--- src/rtl/xs1024_pkg.sv ---
`timescale 1ns / 1ps
// ============================================================================
// xs1024_pkg
// Shared types, constants and the state mixing function of the xorshift1024*
// generator.
// ============================================================================
package xs1024_pkg;

    localparam int unsigned WORD_W     = 64;
    localparam int unsigned HALF_W     = WORD_W / 2;
    localparam int unsigned WORD_COUNT = 16;
    localparam int unsigned POS_W      = $clog2(WORD_COUNT);

    localparam int unsigned SHIFT_A = 31;
    localparam int unsigned SHIFT_B = 11;
    localparam int unsigned SHIFT_C = 30;

    // Output multiplier, odd 64-bit constant
    localparam logic [WORD_W-1:0] MULT = 64'h1066_89D4_5497_FDB5;
    localparam logic [HALF_W-1:0] MULT_LO = MULT[HALF_W-1:0];
    localparam logic [HALF_W-1:0] MULT_HI = MULT[WORD_W-1:HALF_W];

    // Request codes
    localparam logic REQ_DRAW = 1'b0;
    localparam logic REQ_LOAD = 1'b1;

    typedef logic [WORD_W-1:0] t_word;
    typedef logic [POS_W-1:0]  t_pos;

    // Mixed word handed from front to queue
    typedef struct packed {
        logic  valid;
        t_word data;
    } t_push;

    // Queue status seen by front and back
    typedef struct packed {
        logic full;
        logic empty;
    } t_fifo_stat;

    // xorshift step: s1 is the word after the pointer, s0 the word at it
    function automatic t_word xs_mix(input t_word s0, input t_word s1);
        t_word t;
        t = s1 ^ (s1 << SHIFT_A);
        t = t ^ (t >> SHIFT_B);
        return t ^ s0 ^ (s0 >> SHIFT_C);
    endfunction

endpackage

--- src/rtl/xs1024_front.sv ---
`timescale 1ns / 1ps
// ============================================================================
// xs1024_front
// Accepts request beats, holds the sixteen state words as a rotating line
// (slot 0 is always the word at the pointer) and produces one mixed word per
// draw. Loads write one slot, addressed relative to the pointer.
// ============================================================================
module xs1024_front
    import xs1024_pkg::*;
(
    input  logic        i_clk,
    input  logic        i_rst_n,
    input  logic        i_in_valid,
    output logic        o_in_stall,
    input  logic        i_req_type,
    input  logic [3:0]  i_load_index,
    input  logic [63:0] i_load_value,
    input  t_fifo_stat  i_fifo_stat,
    output t_push       o_push
);

    t_word r_words [WORD_COUNT];
    t_word n_words [WORD_COUNT];
    t_pos  r_pos;
    t_pos  n_pos;
    t_pos  w_slot;
    t_word w_mixed;
    logic  w_accept;

    assign o_in_stall = i_fifo_stat.full;
    assign w_accept   = i_in_valid && !i_fifo_stat.full;
    assign w_slot     = t_pos'(i_load_index) - r_pos;
    assign w_mixed    = xs_mix(r_words[0], r_words[1]);

    // Next state of the word line and pointer
    always_comb begin
        n_words = r_words;
        n_pos   = r_pos;
        if (w_accept) begin
            if (i_req_type == REQ_LOAD) begin
                n_words[w_slot] = i_load_value;
            end else begin
                // rotate by one, mixed word lands at the new pointer
                n_words[0] = w_mixed;
                for (int i = 1; i < WORD_COUNT - 1; i++) begin
                    n_words[t_pos'(i)] = r_words[t_pos'(i + 1)];
                end
                n_words[t_pos'(WORD_COUNT - 1)] = r_words[0];
                n_pos = r_pos + t_pos'(1);
            end
        end
    end

    // Push mixed word on every accepted draw
    always_comb begin
        o_push.valid = w_accept && (i_req_type == REQ_DRAW);
        o_push.data  = w_mixed;
    end

    // State words carry no reset
    always_ff @(posedge i_clk) begin
        r_words <= n_words;
    end

    always_ff @(posedge i_clk) begin
        if (!i_rst_n) begin
            r_pos <= '0;
        end else begin
            r_pos <= n_pos;
        end
    end

    // Pointer steps by one on a draw
    a_pos_draw: assert property (@(posedge i_clk) disable iff (!i_rst_n)
        (w_accept && i_req_type == REQ_DRAW) |=> (r_pos == t_pos'($past(r_pos) + 1'b1)))
        else $error("pointer did not advance on draw");

    // Pointer holds on a load
    a_pos_load: assert property (@(posedge i_clk) disable iff (!i_rst_n)
        (w_accept && i_req_type == REQ_LOAD) |=> $stable(r_pos))
        else $error("pointer moved on load");

    // A draw always lands in the queue
    a_push: assert property (@(posedge i_clk) disable iff (!i_rst_n)
        (w_accept && i_req_type == REQ_DRAW) |-> o_push.valid)
        else $error("draw beat not pushed");

endmodule

--- src/rtl/xs1024_fifo.sv ---
`timescale 1ns / 1ps
// ============================================================================
// xs1024_fifo
// Short queue of mixed words between the front and the multiplier back end.
// ============================================================================
module xs1024_fifo
    import xs1024_pkg::*;
#(
    parameter int unsigned DEPTH = 4
) (
    input  logic       i_clk,
    input  logic       i_rst_n,
    input  t_push      i_push,
    input  logic       i_pop,
    output t_fifo_stat o_stat,
    output t_word      o_rd_data
);

    localparam int unsigned IDX_W = $clog2(DEPTH);
    localparam int unsigned CNT_W = $clog2(DEPTH + 1);

    t_word              r_mem [DEPTH];
    logic [IDX_W-1:0]   r_wr;
    logic [IDX_W-1:0]   r_rd;
    logic [CNT_W-1:0]   r_count;
    logic               w_push;
    logic               w_pop;

    assign o_stat.full  = (r_count == CNT_W'(DEPTH));
    assign o_stat.empty = (r_count == '0);
    assign w_push       = i_push.valid && !o_stat.full;
    assign w_pop        = i_pop && !o_stat.empty;
    assign o_rd_data    = r_mem[r_rd];

    // Storage
    always_ff @(posedge i_clk) begin
        if (w_push) begin
            r_mem[r_wr] <= i_push.data;
        end
    end

    // Pointers and fill count
    always_ff @(posedge i_clk) begin
        if (!i_rst_n) begin
            r_wr    <= '0;
            r_rd    <= '0;
            r_count <= '0;
        end else begin
            if (w_push) begin
                r_wr <= (r_wr == IDX_W'(DEPTH - 1)) ? '0 : r_wr + IDX_W'(1);
            end
            if (w_pop) begin
                r_rd <= (r_rd == IDX_W'(DEPTH - 1)) ? '0 : r_rd + IDX_W'(1);
            end
            case ({w_push, w_pop})
                2'b10:   r_count <= r_count + CNT_W'(1);
                2'b01:   r_count <= r_count - CNT_W'(1);
                default: r_count <= r_count;
            endcase
        end
    end

    a_no_overflow: assert property (@(posedge i_clk) disable iff (!i_rst_n)
        !(i_push.valid && o_stat.full))
        else $error("push into full queue");

    a_no_underflow: assert property (@(posedge i_clk) disable iff (!i_rst_n)
        !(i_pop && o_stat.empty))
        else $error("pop from empty queue");

    a_count_range: assert property (@(posedge i_clk) disable iff (!i_rst_n)
        r_count <= CNT_W'(DEPTH))
        else $error("fill count out of range");

endmodule

--- src/rtl/xs1024_back.sv ---
`timescale 1ns / 1ps
// ============================================================================
// xs1024_back
// Two-stage 64x64 (mod 2^64) multiply by the output constant, built from
// three 32x32 partial products, with the output beat register at the end.
// ============================================================================
module xs1024_back
    import xs1024_pkg::*;
(
    input  logic        i_clk,
    input  logic        i_rst_n,
    input  t_fifo_stat  i_fifo_stat,
    input  t_word       i_rd_data,
    output logic        o_pop,
    output logic        o_out_valid,
    input  logic        i_out_stall,
    output logic [63:0] o_random_value
);

    logic              w_en;
    logic              r_s1_valid;
    logic [WORD_W-1:0] r_p0;
    logic [HALF_W-1:0] r_p1;
    logic [HALF_W-1:0] r_p2;
    logic [HALF_W-1:0] w_a_lo;
    logic [HALF_W-1:0] w_a_hi;
    logic [HALF_W-1:0] w_cross;
    logic              r_out_valid;
    t_word             r_out_data;

    // Whole back end moves when the output register is free
    assign w_en   = !r_out_valid || !i_out_stall;
    assign o_pop  = w_en && !i_fifo_stat.empty;
    assign w_a_lo = i_rd_data[HALF_W-1:0];
    assign w_a_hi = i_rd_data[WORD_W-1:HALF_W];
    assign w_cross = r_p1 + r_p2;

    // Stage 1: partial products, only the low half of the cross terms matters
    always_ff @(posedge i_clk) begin
        if (w_en) begin
            r_p0 <= WORD_W'(w_a_lo) * WORD_W'(MULT_LO);
            r_p1 <= HALF_W'(w_a_lo * MULT_HI);
            r_p2 <= HALF_W'(w_a_hi * MULT_LO);
        end
    end

    // Stage 2: final sum into the output register
    always_ff @(posedge i_clk) begin
        if (w_en) begin
            r_out_data <= r_p0 + {w_cross, {HALF_W{1'b0}}};
        end
    end

    always_ff @(posedge i_clk) begin
        if (!i_rst_n) begin
            r_s1_valid  <= 1'b0;
            r_out_valid <= 1'b0;
        end else if (w_en) begin
            r_s1_valid  <= o_pop;
            r_out_valid <= r_s1_valid;
        end
    end

    assign o_out_valid    = r_out_valid;
    assign o_random_value = r_out_data;

    // A stage-1 word moves to the output when the back end advances
    a_s1_to_out: assert property (@(posedge i_clk) disable iff (!i_rst_n)
        (r_s1_valid && w_en) |=> r_out_valid)
        else $error("stage 1 beat lost");

    // A popped word always enters stage 1
    a_pop_to_s1: assert property (@(posedge i_clk) disable iff (!i_rst_n)
        o_pop |=> r_s1_valid)
        else $error("popped beat lost");

    // Stage 1 holds while the output is stalled
    a_s1_hold: assert property (@(posedge i_clk) disable iff (!i_rst_n)
        (r_out_valid && i_out_stall) |=> $stable(r_s1_valid))
        else $error("stage 1 changed under stall");

endmodule

--- src/rtl/xorshift1024_star_generator_core.sv ---
`timescale 1ns / 1ps
// ============================================================================
// xorshift1024_star_generator_core
// xorshift1024* random generator: sixteen 64-bit state words, a 4-bit pointer
// and a 64-bit output multiply.
//
// Usage:
//   Request channel (i_in_valid / o_in_stall): i_req_type selects a draw
//   (REQ_DRAW) or a load (REQ_LOAD) of state word i_load_index. Load all
//   sixteen words before the first draw. Loads produce no output beat.
//   Result channel (o_out_valid / i_out_stall): one o_random_value beat per
//   draw, in request order.
//   Throughput: one request per cycle while the queue is not full. The
//   state update (read two words, mix, write back) is combinational into a
//   rotating register line; the multiply sits after a small queue, off that
//   loop. A draw goes from the queue to the stage-1 and output registers.
//   Stall: when the receiver stalls, the multiply pipeline holds and the
//   queue (FIFO_DEPTH beats) fills; once full, o_in_stall rises.
//   Reset: clears the pointer, queue and valid flags. State words are not
//   cleared and must be loaded.
// ============================================================================
module xorshift1024_star_generator_core
    import xs1024_pkg::*;
#(
    parameter int unsigned FIFO_DEPTH = 4
) (
    input  logic        i_clk,
    input  logic        i_rst_n,
    input  logic        i_in_valid,
    output logic        o_in_stall,
    input  logic        i_req_type,
    input  logic [3:0]  i_load_index,
    input  logic [63:0] i_load_value,
    output logic        o_out_valid,
    input  logic        i_out_stall,
    output logic [63:0] o_random_value
);

    t_push      w_push;
    t_fifo_stat w_fifo_stat;
    t_word      w_rd_data;
    logic       w_pop;

    // Front: state line and mixing
    xs1024_front u_front (
        .i_clk        (i_clk),
        .i_rst_n      (i_rst_n),
        .i_in_valid   (i_in_valid),
        .o_in_stall   (o_in_stall),
        .i_req_type   (i_req_type),
        .i_load_index (i_load_index),
        .i_load_value (i_load_value),
        .i_fifo_stat  (w_fifo_stat),
        .o_push       (w_push)
    );

    // Queue between front and back
    xs1024_fifo #(
        .DEPTH (FIFO_DEPTH)
    ) u_fifo (
        .i_clk     (i_clk),
        .i_rst_n   (i_rst_n),
        .i_push    (w_push),
        .i_pop     (w_pop),
        .o_stat    (w_fifo_stat),
        .o_rd_data (w_rd_data)
    );

    // Back: output multiply
    xs1024_back u_back (
        .i_clk          (i_clk),
        .i_rst_n        (i_rst_n),
        .i_fifo_stat    (w_fifo_stat),
        .i_rd_data      (w_rd_data),
        .o_pop          (w_pop),
        .o_out_valid    (o_out_valid),
        .i_out_stall    (i_out_stall),
        .o_random_value (o_random_value)
    );

endmodule

--- config.mk ---
export PLATFORM = sky130hd
export DESIGN_NAME = xorshift1024_star_generator_core
export DESIGN_NICKNAME = d
export VERILOG_FILES = /design/src/rtl/xs1024_pkg.sv /design/src/rtl/xs1024_front.sv /design/src/rtl/xs1024_fifo.sv /design/src/rtl/xs1024_back.sv /design/src/rtl/xorshift1024_star_generator_core.sv
export SDC_FILE = /design/constraint.sdc
export NUM_CORES = 2
export LEC_CHECK = 0
export ABC_AREA = 1
export BUFFER_PORTS_ARGS = -buffer_cell sky130_fd_sc_hd__buf_2
export CAP_MARGIN = 20
export CORE_ASPECT_RATIO = 0.5
export CORE_MARGIN = 5
export CORE_UTILIZATION = 55
export CTS_CLUSTER_DIAMETER = 120
export DETAILED_ROUTE_END_ITERATION = 6
export PLACE_DENSITY = 0.72
export SETUP_SLACK_MARGIN = 0.2
export SLEW_MARGIN = 20
export SYNTH_ARGS = -nofsm -noshare
export SYNTH_HDL_FRONTEND = slang
export SYNTH_SLANG_ARGS = --single-unit
--- constraint.sdc ---
create_clock -name i_clk -period 7.7 [get_ports i_clk]
set_input_delay 0.77 -clock i_clk [delete_from_list [all_inputs] [get_ports i_clk]]
set_output_delay 0.77 -clock i_clk [all_outputs]
set_load 0.02 [all_outputs]
# Word level (Yosys, flattened, before mapping)
# Memory sizes are Yosys's and may differ from the RTL's. A register that Yosys moved wholly into a read port is not among the register bits.
# Cells that the tools add are included.
[word_totals]
elab_cells = 76
regBits = 1226
out_inout_bits = 66
memories = 1
mem_bits_rw = 256
[op_classes]
n_bitwise = 6
n_eq_ne = 5
n_addsub = 8
n_mul = 3
reduce_logical = 14
order_cmp = 2
mux = 11
[mem_list]
columns = ["memory", "depth", "width", "read_ports", "rd_clocked_by_memory_dff", "write_ports", "line_no", "source"]
rows = [
  ["u_fifo.r_mem", 4, 64, 1, 1, 1, "xs1024_fifo.sv:22", "t_word r_mem [DEPTH];"],
]
[ops]
columns = ["cell", "n"]
rows = [
  ["bitwise mux 1024 bit", 1],
  ["2-to-1 mux 1024 bit", 1],
  ["demux 64 bit (select 4 bit)", 1],
  ["XOR 64 bit", 2],
  ["adder 63 x 64 -> 64 bit", 1],
  ["2-to-1 mux 64 bit", 1],
  ["XOR 64 x 34 -> 64 bit", 1],
  ["XOR 64 x 53 -> 64 bit", 1],
  ["multiplier 32 x 31 -> 63 bit (second input constant)", 1],
  ["adder 32 bit", 1],
  ["multiplier 32 x 27 -> 30 bit (second input constant)", 1],
  ["multiplier 32 x 31 -> 32 bit (second input constant)", 1],
  ["2-to-1 mux 2 bit", 4],
  ["== test 2 bit (second input constant)", 3],
  ["logical AND 1 bit", 6],
  ["one-hot mux 3 bit (2 select lines)", 1],
  [">= comparator 5 bit (second input constant)", 1],
  ["less-than comparator 5 x 1 -> 1 bit (second input constant)", 1],
  ["NOT 4 -> 5 bit", 1],
  ["adder 2 x 1 -> 2 bit (second input constant)", 2],
  ["adder 4 x 1 -> 4 bit (second input constant)", 1],
  ["logical NOT 1 bit", 4],
  ["subtractor 4 bit", 1],
  ["adder 3 x 1 -> 3 bit (second input constant)", 1],
  ["9 further kinds", 10],
]

# Depth between registers and ports, before layout
[depth]
ltp_word = 8
ltp_mapped = 37
mapped_depth_nobuf = 35

# Cells and area by module
# Synthesis repeated with hierarchy kept, for this count alone.
[hier_totals]
hier_cells = 10799
hier_area_um2 = 105670.1
[modules_own_cells]
columns = ["mod", "instances", "area_each_um2", "cells_per_inst"]
rows = [
  ["xs1024_front", 1, 51033.9, 5353],
  ["xs1024_back", 1, 44639.1, 4756],
  ["xs1024_fifo", 1, 9997.1, 690],
]

# Worst setup path after synthesis
# Ideal clock, no wire load.
[synth_path]
path_kind = "flip-flop to flip-flop"
start = "register (tool-made name)"
end = "register u_back.r_p0[42], data pin"
path_slack_ns = -0.053
setup_time_ns = 0.252
required_time_ns = 7.448
n_path_buf = 3
t_arrival_ns = 7.501
path_stages_with_launch = 32
cell_sequence = "dfxtp_1 > buf_2 > buf_2 > buf_1 > a21oi_1 > a32oi_1 > fa_1 > inv_1 > fa_1 > fa_1 > inv_1 > fa_1 > inv_1 > fa_1 > inv_1 > fa_1 > fa_1 > inv_1 > fa_1 > inv_1 > ha_1 > nand2_1 > nor2_1 > nand2_1 > nor3_1 > nand2_1 > nand2_2 > nand2_1 > nand2_2 > nand2_1 > nand3_1 > nand2_1"
[synth_rtl]
columns = ["element", "line_no", "source"]
rows = [
  ["to (signal assigned)", "xs1024_back.sv:41", "r_p0 <= WORD_W'(w_a_lo) * WORD_W'(MULT_LO);"],
  ["to (decl)", "xs1024_back.sv:22", "logic [WORD_W-1:0] r_p0;"],
]

==> qor.json <==
{
  "routing": {
    "drt-vias-per-instance": 5.69,
    "drt-total-wl_um": 281000,
    "detail_route.wl_per_cell_um": 23.6,
    "drtIter0Drc": 7711,
    "drcViolationCount": 0,
    "firstDrtPassIters": 6,
    "ant_nets": 0,
    "route.vias.total": 67700
  },
  "worst_setup_path": {
    "worst_path_largest_cell_delay_ns": 0.57,
    "critical_path.max_fanout": 10,
    "worst-setup-path-type": "register to register",
    "cpMaxStageDelayCell": "sky130_fd_sc_hd__fa_1",
    "worstPathRequired_ns": 8.19,
    "crit_arrival_ns": 7.97,
    "category_of_the_worst_setup_path_capture_point": "register",
    "number_of_cells_on_the_worst_reg_to_reg_path": 27,
    "setup.worst_path.start_class": "register",
    "critical-path-top-cell-by-count": "sky130_fd_sc_hd__fa_1"
  },
  "synthesis": {
    "synthXorXnorAreaFrac_pct": 3.33,
    "ys_warn_count": 0,
    "main_combinational_cell_family_by_area_after_synthesis": "adder cells",
    "synth-simple-area-share_pct": 8.94,
    "syn-cell-area_sq_um": 97200,
    "synth_seq_cells": 1480,
    "mux_cell_area_share_after_synthesis_pct": 0,
    "synth_ff_type": "sky130_fd_sc_hd__edfxtp_1",
    "async_flop_share_pct": 0,
    "post_synth_num_cell_types": 54,
    "syn_nets": 10600,
    "synthesis.instances": 9004,
    "synth-edff-count": 1465,
    "post_synth.cell_area_avg_sq_um": 10.8,
    "synthAdderAreaFrac_pct": 26.5,
    "synth_compound_gate_area_share_pct": 8.70,
    "synth_seq_area_share_pct": 45.6
  },
  "grt": {
    "grt_pass1_vias": 67400,
    "globalRouteTotalUtil_pct": 30.1,
    "antenna_found_initial": 5,
    "grt_pass1_wl_um": 423000,
    "grt_max_degree": 240,
    "grt_overflow": 0
  },
  "sta": {
    "period_minus_slack_ns": 7.48,
    "unrepaired_setup_endpoints_after_global_routing": "true",
    "tightest_slew_ns": 1.17,
    "setup_viol": 0,
    "finalHoldViolations": 0,
    "timing.clock.skew_ns": 0.0757,
    "timing.fmax_ghz": 0.134,
    "max_slew_margin_pct": 21.2,
    "drv_slew": 0,
    "layout_worst_path_cycle_share_pct": 97.2
  },
  "finish": {
    "finish.net_count": 11100,
    "drive_gt1_share_pct": 11.5,
    "antenna_cells_inserted": 0,
    "layout.cells.most_common_list": "sky130_fd_sc_hd__nand2_1, sky130_fd_sc_hd__edfxtp_1, sky130_fd_sc_hd__inv_1",
    "syn2layout_area_growth_pct": 12.6,
    "layout.cell_area.non_filler_sq_um": 109000,
    "layout_commonest_cell": "sky130_fd_sc_hd__nand2_1"
  },
  "floorplan": {
    "initial_utilization_pct": 55.1,
    "die_width_um": 604,
    "num_rows": 109,
    "die_area_sq_um": 186000,
    "design.portCount": 139,
    "chipHeight_um": 307,
    "area_of_the_placeable_core_sq_um": 176000
  },
  "min_path": {
    "hold_path.class": "primary input to register",
    "hold_depth": 3
  },
  "clock_tree": {
    "worst_skew_pair.late_latency_ns": 0.81,
    "cts_tree": "built",
    "cts.hold.buffers_added": 0,
    "clock_tree.root_cell": "sky130_fd_sc_hd__clkbuf_16",
    "clock-sinks": 1480,
    "htree_num_levels": 4,
    "clock_slew_seen_by_the_registers_of_the_worst_setup_and_hold_paths_ns": 0.07,
    "max-clock-path-buffers": 4,
    "cts_made_buffers": 142
  },
  "job": {
    "cap_viol_max_count": 0
  },
  "placement": {
    "placement.io_buffers": 138,
    "placedInstanceArea_sq_um": 103000,
    "place.gp.congestion": 1.04,
    "detailedPlacementHpwl_um": 208000
  },
  "outcome": {
    "outcome": "finished, final reports clean"
  }
}
==> what timing repair did <==
item / CTS / global route
resized for setup: 88 / 181
buffers inserted: 4 / 17
endpoints found under the setup margin: 42 / 52
pin swaps: 9 / 34
cloned: 4 / 4
==> routing by layer <==
metal / up-vias / global-route usage (%) / wire length (um)
met5: - / 0 / 0
met4: 0 / 8.93 / 10100
met3: 502 / 6.47 / 27400
met2: 3119 / 46.7 / 127000
met1: 33600 / 43.2 / 117000
li1: 30500 / - / -
==> final timing paths <==
| kind | start | endpoint | slack (ns) |
|---|---|---|---|
| max | register | u_back.r_p0[46] | 0.22 |
| min | i_rst_n | u_front.r_pos[0] | 0.27 |
| max reg2reg | register | u_back.r_p0[46] | 0.22 |
| min reg2reg | u_back.r_p0[5] | u_back.o_random_value[5] | 0.41 |
==> state kept, by name (all words and copies together), names as in the netlist, 2 cells and up, named ones only <==
name and cells:
u_back.r_p0 63, u_back.o_random_value 64, u_fifo.r_mem 256, u_front.r_pos 4, u_fifo.r_rd 2, u_back.r_p1 26
u_front.r_words 1024, u_fifo.r_count 3, u_fifo.r_wr 2, u_back.r_p2 32
==> final cells by class <==
| cell class | instances | area (sq um) |
|---|---|---|
| Multi-Input combinational cell | 5747 | 47500 |
| Inverter | 1432 | 5400 |
| Timing Repair Buffer | 624 | 4840 |
| Clock inverter | 84 | 717 |
| Sequential cell | 1480 | 44300 |
| Tap cell | 2386 | 2990 |
| Clock buffer | 160 | 3680 |
| Fill cell | 14100 | 66800 |
==> critical path, delay by kind of cell (launching register included) <==
family	cells	cell delay (ns)
fa+ha+maj	9	4.32
buf+inv	9	1.05
compound gates	4	0.68
simple gates	4	0.51
flops	1	0.39
xor+xnor	1	0.21
==> stage by stage <==
step	setup WS [ns]	instances	util [%]	hold WS, ns	setup TNS, ns
2_1_floorplan	0.205	9004	-	0.400	0
3_3_place_gp	-0.0795	11600	58.7	0.402	-0.164
3_5_place_dp	-0.0736	11600	58.7	0.405	-0.238
4_1_cts	0.193	11900	61.5	0.233	0
5_1_grt	-0.0183	11900	62.1	0.265	-0.0317
6_report	0.219	11900	62.1	0.269	0
==> cell usage after synthesis, types with 22 or more instances <==
library cell               number  area [sq um]
sky130_fd_sc_hd__nor2_1       257           965
sky130_fd_sc_hd__nand4_1       22           138
sky130_fd_sc_hd__ha_1         720          9010
sky130_fd_sc_hd__nor3_1        32           160
sky130_fd_sc_hd__fa_1         836         16700
sky130_fd_sc_hd__xnor2_1      164          1440
sky130_fd_sc_hd__edfxtp_1    1465         44000
sky130_fd_sc_hd__clkbuf_1     303          1140
sky130_fd_sc_hd__a21oi_1      233          1170
sky130_fd_sc_hd__a32oi_1       36           315
sky130_fd_sc_hd__nand3_1      125           626
sky130_fd_sc_hd__o21ai_1       42           210
sky130_fd_sc_hd__nand2_1     1760          6610
sky130_fd_sc_hd__o21ai_0     1151          5760
sky130_fd_sc_hd__buf_2         27           135
sky130_fd_sc_hd__xor2_1       204          1790
sky130_fd_sc_hd__inv_1       1429          5360
sky130_fd_sc_hd__a21o_1        36           270
==> cell families (layout without fill, tap and decap cells) <==
group                    after synthesis  in the layout
AO/OA/AOI/OAI                       1597           1597
buffers and inverters               1777           2300
flip-flops                          1480           1480
adder cells (fa/ha/maj)             1556           1556
XOR/XNOR                             369            369
AND/OR/NAND/NOR                     2225           2225
Power is left out: the tool's default activity adds up to more than one toggle a clock period on the data nets, which glitch-free logic cannot reach.
